[src/hw/rtl/lpfd_pkg.sv]
// Shared types and constants for the length-prefixed frame deframer.
package lpfd_pkg;

	// Header layout, byte offsets within the little-endian header
	localparam int HEADER_BYTES = 12;
	localparam int MAGIC_END    = 4;
	localparam int VERSION_END  = 6;
	localparam int OPCODE_END   = 8;

	localparam int HCNT_W = $clog2(HEADER_BYTES);

	localparam logic [HCNT_W-1:0] HCNT_MAGIC_END   = HCNT_W'(MAGIC_END);
	localparam logic [HCNT_W-1:0] HCNT_VERSION_END = HCNT_W'(VERSION_END);
	localparam logic [HCNT_W-1:0] HCNT_OPCODE_END  = HCNT_W'(OPCODE_END);
	localparam logic [HCNT_W-1:0] HCNT_LAST        = HCNT_W'(HEADER_BYTES - 1);

	// Reset value of the maximum payload register
	localparam logic [30:0] MAX_PAYLOAD_RESET = 31'd65536;

	// Result kinds
	typedef enum logic [2:0] {
		ST_PAYLOAD     = 3'd0,
		ST_EMPTY       = 3'd1,
		ST_BAD_MAGIC   = 3'd2,
		ST_BAD_VERSION = 3'd3,
		ST_TOO_BIG     = 3'd4
	} status_t;

	// Configuration register indexes
	typedef enum logic [1:0] {
		CFG_MAGIC   = 2'd0,
		CFG_VERSION = 2'd1,
		CFG_MAXLEN  = 2'd2,
		CFG_UNUSED  = 2'd3
	} cfg_idx_t;

endpackage

[src/hw/rtl/length_prefixed_frame_deframer.sv]
// Top level of the length-prefixed frame deframer.
//
// Takes one stream byte per cycle and gathers a 12-byte little-endian header
// (magic, version, opcode, payload length). On the last header byte the magic,
// the version and the length against max_payload are checked in that order;
// the first failure gives one error item with tlast set and a new header
// starts. A valid zero-length header gives one empty-frame item; otherwise the
// following payload bytes are passed out one for one with the frame's opcode
// and length, the final byte marked by tlast. The
// header registers and the 32-bit remaining-byte counter are updated in the
// cycle the byte is accepted and the result lands in a single output
// register, so a byte is accepted every cycle while that register is empty or
// being drained. Configuration writes are always accepted and apply from the
// next header check on.
module length_prefixed_frame_deframer
	import lpfd_pkg::*;
(
	input  logic        clk,
	input  logic        arst_n,
	// input byte stream
	input  logic        s_axis_tvalid,
	output logic        s_axis_tready,
	input  logic [7:0]  s_axis_tdata,   // [7:0] data_byte
	// result stream
	output logic        m_axis_tvalid,
	input  logic        m_axis_tready,
	output logic [55:0] m_axis_tdata,   // [15:0] opcode, [23:16] payload_byte,
	                                    // [55:24] frame_length
	output logic [2:0]  m_axis_tuser,   // [2:0] status
	output logic        m_axis_tlast,   // last_of_frame
	// configuration writes
	input  logic        cfg_valid,
	output logic        cfg_ready,
	input  logic [1:0]  cfg_index,
	input  logic [31:0] cfg_data
);

	// Configuration registers
	logic [31:0] exp_magic_q;
	logic [15:0] exp_version_q;
	logic [30:0] max_payload_q;

	// Deframer state
	logic              in_payload_q;
	logic [HCNT_W-1:0] hdr_cnt_q;
	logic [31:0]       magic_q;
	logic [15:0]       version_q;
	logic [15:0]       opcode_q;
	logic [31:0]       length_q;
	logic [31:0]       remaining_q;

	// Output register
	logic        out_valid_q;
	status_t     out_status_q;
	logic [15:0] out_opcode_q;
	logic [7:0]  out_byte_q;
	logic [31:0] out_length_q;
	logic        out_last_q;

	logic        in_acc;
	logic [31:0] length_next;
	logic        hdr_done;
	logic        emit;
	status_t     emit_status;
	logic        emit_last;
	logic [31:0] remaining_dec;

	assign cfg_ready     = 1'b1;
	assign s_axis_tready = !out_valid_q || m_axis_tready;
	assign in_acc        = s_axis_tvalid && s_axis_tready;

	assign length_next   = {s_axis_tdata, length_q[31:8]};
	assign hdr_done      = (hdr_cnt_q >= HCNT_LAST);
	assign remaining_dec = remaining_q - 32'd1;

	// Decide the result of the current byte
	always_comb begin
		emit        = 1'b0;
		emit_status = ST_PAYLOAD;
		emit_last   = 1'b1;
		if (in_payload_q) begin
			emit      = 1'b1;
			emit_last = (remaining_dec == 32'd0);
		end else if (hdr_done) begin
			emit = 1'b1;
			if (magic_q != exp_magic_q) begin
				emit_status = ST_BAD_MAGIC;
			end else if (version_q != exp_version_q) begin
				emit_status = ST_BAD_VERSION;
			end else if (length_next > {1'b0, max_payload_q}) begin
				emit_status = ST_TOO_BIG;
			end else if (length_next == 32'd0) begin
				emit_status = ST_EMPTY;
			end else begin
				emit = 1'b0;
			end
		end
	end

	// Hold configuration registers
	always_ff @(posedge clk or negedge arst_n) begin
		if (!arst_n) begin
			exp_magic_q   <= '0;
			exp_version_q <= '0;
			max_payload_q <= MAX_PAYLOAD_RESET;
		end else if (cfg_valid && cfg_ready) begin
			unique case (cfg_idx_t'(cfg_index))
				CFG_MAGIC:   exp_magic_q   <= cfg_data;
				CFG_VERSION: exp_version_q <= cfg_data[15:0];
				CFG_MAXLEN:  max_payload_q <= cfg_data[30:0];
				default: ;
			endcase
		end
	end

	// Advance the header collector and payload counter
	always_ff @(posedge clk or negedge arst_n) begin
		if (!arst_n) begin
			in_payload_q <= 1'b0;
			hdr_cnt_q    <= '0;
			magic_q      <= '0;
			version_q    <= '0;
			opcode_q     <= '0;
			length_q     <= '0;
			remaining_q  <= '0;
		end else if (in_acc) begin
			if (in_payload_q) begin
				remaining_q <= remaining_dec;
				if (remaining_dec == 32'd0) begin
					in_payload_q <= 1'b0;
					hdr_cnt_q    <= '0;
				end
			end else begin
				if (hdr_cnt_q < HCNT_MAGIC_END) begin
					magic_q <= {s_axis_tdata, magic_q[31:8]};
				end else if (hdr_cnt_q < HCNT_VERSION_END) begin
					version_q <= {s_axis_tdata, version_q[15:8]};
				end else if (hdr_cnt_q < HCNT_OPCODE_END) begin
					opcode_q <= {s_axis_tdata, opcode_q[15:8]};
				end else begin
					length_q <= length_next;
				end
				if (hdr_done) begin
					hdr_cnt_q <= '0;
					if (!emit) begin
						remaining_q  <= length_next;
						in_payload_q <= 1'b1;
					end
				end else begin
					hdr_cnt_q <= hdr_cnt_q + HCNT_W'(1);
				end
			end
		end
	end

	// Track output register occupancy
	always_ff @(posedge clk or negedge arst_n) begin
		if (!arst_n) begin
			out_valid_q <= 1'b0;
		end else if (in_acc && emit) begin
			out_valid_q <= 1'b1;
		end else if (m_axis_tready) begin
			out_valid_q <= 1'b0;
		end
	end

	// Load the result payload
	always_ff @(posedge clk) begin
		if (in_acc && emit) begin
			out_status_q <= emit_status;
			out_opcode_q <= opcode_q;
			out_byte_q   <= in_payload_q ? s_axis_tdata : 8'd0;
			out_length_q <= (in_payload_q) ? length_q : length_next;
			out_last_q   <= emit_last;
		end
	end

	assign m_axis_tvalid = out_valid_q;
	assign m_axis_tdata  = {out_length_q, out_byte_q, out_opcode_q};
	assign m_axis_tuser  = out_status_q;
	assign m_axis_tlast  = out_last_q;

	// Checks on the deframer's own logic
	a_payload_nonzero: assert property (@(posedge clk) disable iff (!arst_n)
		in_payload_q |-> (remaining_q != 32'd0))
		else $error("payload phase with no bytes remaining");

	a_hdr_cnt_range: assert property (@(posedge clk) disable iff (!arst_n)
		hdr_cnt_q <= HCNT_LAST)
		else $error("header counter out of range");

	a_error_is_last: assert property (@(posedge clk) disable iff (!arst_n)
		(m_axis_tvalid && (m_axis_tuser != ST_PAYLOAD)) |-> m_axis_tlast)
		else $error("error or empty-frame item without tlast");

	a_last_ends_frame: assert property (@(posedge clk) disable iff (!arst_n)
		(in_acc && in_payload_q && (remaining_q == 32'd1)) |=>
		(!in_payload_q && (hdr_cnt_q == '0)))
		else $error("frame did not end after its final payload byte");

	a_no_payload_in_header: assert property (@(posedge clk) disable iff (!arst_n)
		(in_acc && !in_payload_q && emit) |=> (m_axis_tvalid && m_axis_tlast))
		else $error("header result not marked as last");

endmodule
[config.mk]
export PLATFORM = sky130hd
export DESIGN_NAME = length_prefixed_frame_deframer
export DESIGN_NICKNAME = d
export VERILOG_FILES = /design/src/hw/rtl/lpfd_pkg.sv /design/src/hw/rtl/length_prefixed_frame_deframer.sv
export SDC_FILE = /design/constraint.sdc
export NUM_CORES = 1
export LEC_CHECK = 0
export BUFFER_PORTS_ARGS = -buffer_cell sky130_fd_sc_hd__buf_2
export CORE_ASPECT_RATIO = 1.25
export CORE_MARGIN = 10
export CORE_UTILIZATION = 42
export DETAILED_ROUTE_END_ITERATION = 8
export PLACE_DENSITY = 0.67
export SYNTH_ARGS = -nofsm -noshare
export SYNTH_HDL_FRONTEND = slang
export SYNTH_SLANG_ARGS = --single-unit
[constraint.sdc]
create_clock -name clk -period 15.95 [get_ports clk]
set_input_delay 0.7975 -clock clk [delete_from_list [all_inputs] [get_ports clk]]
set_output_delay 0.7975 -clock clk [all_outputs]
set_load 0.05 [all_outputs]
# Yosys cells after proc, flatten, opt, wreduce, memory -nomap -nowiden
# Cells that the tools add are included.
[op_classes]
bitwise_logic = 5
n_reduce_logical = 21
eq_ne = 6
muxes = 23
n_lt_le_gt_ge = 5
addsub = 2
[ops]
columns = ["cell", "count"]
rows = [
  ["2-to-1 mux 32 bit", 4],
  ["zero test 32 bit", 2],
  ["> comparator 32 x 31 -> 1 bit", 1],
  ["!= test 32 bit", 1],
  ["subtractor 32 x 1 -> 32 bit (second input constant)", 1],
  ["!= test 16 bit", 1],
  ["2-to-1 mux 1 bit", 13],
  ["2-to-1 mux 4 bit", 3],
  ["AND reduction 5 bit", 2],
  ["< comparator 4 x 3 -> 1 bit (second input constant)", 2],
  ["AND reduction 2 bit", 4],
  ["AND reduction 3 bit", 2],
  ["NOT 1 bit", 5],
  ["adder 4 x 1 -> 4 bit (second input constant)", 1],
  ["greater-or-equal comparator 4 bit (second input constant)", 1],
  ["< comparator 4 bit (second input constant)", 1],
  ["2-to-1 mux 2 bit", 2],
  ["AND reduction 4 bit", 1],
  ["nonzero test 2 bit", 2],
  ["OR reduction 4 bit", 1],
  ["2-to-1 mux 3 bit", 1],
  ["OR reduction 3 bit", 1],
  ["equality test 2 x 1 -> 1 bit (second input constant)", 1],
  ["equality test 2 bit (second input constant)", 1],
  ["other kinds (7)", 8],
]
[totals]
regBits = 273
word_cells = 80
in_bits = 47
output_inout_bits = 63

# Logic depth before layout (Yosys ltp)
[logic_depth]
depth_word = 10
mapped_depth = 12

# Worst setup path after synthesis
# No wires, ideal clock.
[synth_path]
path_kind = "input to register"
from = "in s_axis_tdata[5]"
to = "reg out_last_q, in the netlist m_axis_tlast (enable)"
setup_time_ns = 0.498
arrival_ns = 5.066
n_path_buf = 0
stages = 7
t_required_ns = 15.452
setup_slack_ns = 10.387
path_cell_list = "ha_1 -> nand4b_1 -> a2111oi_0 -> nor4_1 -> o22a_1 -> a21o_1 -> a21oi_1"
[synth_via]
elab_chain_cells = 8
word_cells_on_any_way = 9
classes_between = "1 x order compare; 6 x mux; 2 x reduce/logical"
[synth_rtl]
columns = ["item", "line_no", "source"]
rows = [
  ["start: declaration", "length_prefixed_frame_deframer.sv:23", "input logic [7:0] s_axis_tdata,"],
  ["branches (longest 2 deep; another with > comparator 32 x 31 -> 1 bit)", "-", ""],
  ["2-to-1 mux 1 bit *", "length_prefixed_frame_deframer.sv:90", "end else if (length_next > {1'b0, max_payload_q}) begin"],
  ["2-to-1 mux 1 bit *", "length_prefixed_frame_deframer.sv:88", "end else if (version_q != exp_version_q) begin"],
  ["2-to-1 mux 1 bit *", "length_prefixed_frame_deframer.sv:86", "if (magic_q != exp_magic_q) begin"],
  ["2-to-1 mux 1 bit *", "length_prefixed_frame_deframer.sv:84", "end else if (hdr_done) begin"],
  ["2-to-1 mux 1 bit *", "length_prefixed_frame_deframer.sv:81", "if (in_payload_q) begin"],
  ["logical AND 1 bit *", "length_prefixed_frame_deframer.sv:169", "if (in_acc && emit) begin"],
  ["end signal: assignment", "length_prefixed_frame_deframer.sv:174", "out_last_q <= emit_last;"],
  ["end: declaration", "length_prefixed_frame_deframer.sv:58", "logic out_last_q;"],
]
# Every way passes the cells marked *.
# A chain may end at the register's enable or synchronous reset.

# Final worst setup path
[layout_path]
from = "reg length_q[21]"
to = "reg out_length_q[16] (enable)"
[layout_via]
elab_chain_cells = 8
word_cells_on_any_way = 9
classes_between = "1 x order compare; 6 x mux; 2 x reduce/logical"
[layout_rtl]
columns = ["item", "line_no", "source"]
rows = [
  ["start: declaration", "length_prefixed_frame_deframer.sv:49", "logic [31:0] length_q;"],
  ["start signal: assignment", "length_prefixed_frame_deframer.sv:141", "length_q <= length_next;"],
  ["branches (longest 2 deep; another with > comparator 32 x 31 -> 1 bit)", "-", ""],
  ["2-to-1 mux 1 bit *", "length_prefixed_frame_deframer.sv:90", ""],
  ["2-to-1 mux 1 bit *", "length_prefixed_frame_deframer.sv:88", ""],
  ["2-to-1 mux 1 bit *", "length_prefixed_frame_deframer.sv:86", ""],
  ["2-to-1 mux 1 bit *", "length_prefixed_frame_deframer.sv:84", ""],
  ["2-to-1 mux 1 bit *", "length_prefixed_frame_deframer.sv:81", ""],
  ["logical AND 1 bit *", "length_prefixed_frame_deframer.sv:169", ""],
  ["end signal: assignment", "length_prefixed_frame_deframer.sv:173", "out_length_q <= (in_payload_q) ? length_q : length_next;"],
  ["end: declaration", "length_prefixed_frame_deframer.sv:57", "logic [31:0] out_length_q;"],
]
# Marked as above.

==> results.json <==
{
  "p_sw_uw": 816,
  "numCtsBuffers": 28,
  "die_height_um": 218,
  "slew_violations": 0,
  "place_ws_ns": 12.15,
  "fmax_mhz": 299,
  "synth_top_flop_cell": "dfrtp_1",
  "firstDrtPassIters": 5,
  "power_mw": 2.34,
  "place_hpwl_um": 22800,
  "clockBufferDepth": 3,
  "finalSetupViolations": 0,
  "layout-drive-gt1-share": 0.340,
  "rsz0062_at_grt": "false",
  "insertion_delay_ns": 0.57,
  "crit_type": "reg2reg",
  "power_frac_seq": 0.469,
  "grt_pass1_vias": 8740,
  "swShare": 0.349,
  "viasPerCell": 5.50,
  "start_util": 0.425,
  "place.port_buffers": 108,
  "grt_usage": 0.166,
  "ys_seq_area_frac": 0.544,
  "fin_nets": 1217,
  "cts.hold.buffers_added": 0,
  "synth.net_count": 1122,
  "required_ns": 16.11,
  "fin_skew_ns": 0.0322,
  "holdCritPathClass": "in2async",
  "p_comb_frac": 0.269,
  "rows": 72,
  "yosysUniqueCellTypes": 67,
  "clk_pin_slew_ns": 0.06,
  "async_reset_ff_frac": 0.780,
  "diodes": 0,
  "io_pins": 110,
  "cts_tree": "built",
  "drc": 0,
  "drt-initial-drc-count": 450,
  "fillers": 2718,
  "final_cell_mix": "mux2_2, dfrtp_1, buf_2",
  "overflow": 0,
  "avgSynthCellArea_sq_um": 12.6,
  "cts-root-buf": "clkbuf_16",
  "leakage_nw": 6.30,
  "grt_pass1_wl_um": 50600,
  "fp.dieArea_sq_mm": 0.0388,
  "ys_seq_elements": 273,
  "crit_start": "length_q[21]",
  "final_common_cell": "mux2_2",
  "routabilityCongestion": 0.868,
  "p_int_mw": 1.52,
  "vias": 8606,
  "synth_area_sq_mm": 0.0131,
  "drt-total-wl_um": 32400,
  "cts_setup_buffers": 0,
  "ctsResizeCount": 0,
  "hold_slack_ns": 0.305,
  "rrSetupSlack_ns": 12.60,
  "worst_slew_pin_slew_ns": 0.931,
  "min_period_ns": 3.35,
  "reg2reg_depth": 9,
  "synth_warnings": 0,
  "grt_max_degree": 89,
  "syn_inst": 1041,
  "fp.dieW_um": 178,
  "clkPwrFrac": 0.262,
  "finalHoldViolCount": 0,
  "postRouteAntennaNets": 0,
  "crit_end": "out_length_q[16]",
  "synth_edf_count": 60,
  "r2r-end": "out_length_q[16]",
  "outcome": "completed",
  "final.setup.tns_ns": 0,
  "avgRoutedWirePerCell_um": 20.7,
  "r2r-start": "length_q[21]",
  "fin_crit_sh": 0.210,
  "critPathLaunchType": "flip-flop",
  "critPathMaxFanout": 60,
  "layout_setup_ws_ns": 12.60,
  "cp.arrival_ns": 3.51,
  "crit_path_end_kind": "flip-flop",
  "antenna_found_initial": 0,
  "maxCapViolCount": 0,
  "peakVddDrop_mv": 0.0913,
  "clock-sinks": 273,
  "area_growth_pct": 13.8,
  "relSlewSlack": 0.379,
  "htree_levels": 1,
  "power_density_mw_per_mm2": 157,
  "coreArea_sq_mm": 0.0309
}
## cells by family after synthesis
family,synth area share
AO/OA/AOI/OAI,0.0742
other,0.000286
XOR/XNOR,0.0340
adder cells (fa/ha/maj),0.0324
flip-flops,0.544
multiplexers,0.203
AND/OR/NAND/NOR,0.0836
buffers and inverters,0.0284
## layout make-up
type                       count  area, sq um  area share
tap                          407          509      0.0341
clock buffer                  43          787      0.0527
sequential                   273         7130       0.478
timing repair buffer         120          639      0.0428
inverter                      42          158      0.0106
clock inverter                 9         75.1     0.00503
multi-input combinational    671         5630       0.377
## worst min-delay path by stage
| stage | start | to | slack, ns | cells after the start |
|---|---|---|---|---|
| 2_1_floorplan | opcode_q[0] | out_opcode_q[0] | 0.42 | 0 |
| 3_3_place_gp | opcode_q[4] | out_opcode_q[4] | 0.43 | 0 |
| 3_5_place_dp | opcode_q[7] | out_opcode_q[7] | 0.43 | 0 |
| 4_1_cts | arst_n | max_payload_q[12] | 0.33 | 1 |
| 5_1_grt | arst_n | max_payload_q[12] | 0.37 | 1 |
| 6_report | arst_n | length_q[11] | 0.30 | 1 |
## per-stage QoR
step,area (sq um),utilization,std cells
after floorplan,13100,-,1041
after global placement,14100,0.455,1513
after detailed placement,14100,0.455,1513
after CTS,14900,0.483,1565
after global routing,14900,0.483,1565
final,14900,0.483,1565
## layer usage
metal | up-vias | GRT usage | share of wire
li1 | 4024 | - | -
met1 | 4325 | 0.209 | 0.42
met2 | 205 | 0.280 | 0.50
met3 | 52 | 0.0267 | 0.050
met4 | 0 | 0.0596 | 0.030
met5 | - | 0 | 0
## registers in the layout, indices dropped and copies added, names as in the netlist, 8 cells and up
signal	cells
magic_q	32
exp_version_q	16
length_q	32
exp_magic_q	32
out_byte_q	8
max_payload_q	31
opcode_q	16
out_length_q	32
out_opcode_q	16
version_q	16
remaining_q	32
## critical path, stage by stage, from the launching register on
cell and delay (ns):
dfrtp_1 0.47, ha_1 0.34, nand4_1 0.15, nor4_1 0.45
a21boi_0 0.25, nor4b_1 0.11, o22a_1 0.21, a21o_1 0.21
a21oi_4 0.14, buf_4 0.62
## synth_stat cells (3+ instances only)
master	number	area (sq um)
nand3_1	21	105
nor2_1	34	128
nor2b_1	4	25.0
o221a_2	6	67.6
nor3_1	14	70.1
a21oi_1	35	175
a31oi_1	7	43.8
and3_1	4	25.0
and2_1	9	56.3
or3_1	9	56.3
buf_1	14	52.6
nand4_1	16	100
buf_2	4	20.0
xor2_1	49	429
o211ai_1	6	45.0
nor4_1	31	194
ha_1	34	425
edfxtp_1	60	1800
dfrtp_1	212	5310
nand2_1	31	116
o21a_1	9	67.6
clkbuf_1	36	135
o311a_1	3	30.0
or2_2	4	25.0
a311oi_1	3	26.3
o22ai_1	5	31.3
o21ai_0	32	160
mux2i_1	28	280
nand2b_1	3	18.8
a22oi_1	7	52.6
nand3b_1	3	22.5
nor4b_1	3	26.3
a21o_1	9	67.6
mux2_2	212	2390
inv_1	42	158
## power by group through the flow
stage          clock (mW)  combinational (mW)  sequential, mW
2_1_floorplan           0               0.374            1.14
3_3_place_gp            0               0.621            1.10
3_5_place_dp            0               0.634            1.11
4_1_cts             0.629               0.639            1.10
5_1_grt             0.659               0.687            1.12
6_report            0.613               0.629            1.10
Note: power is estimated with default switching activity, not from simulation.
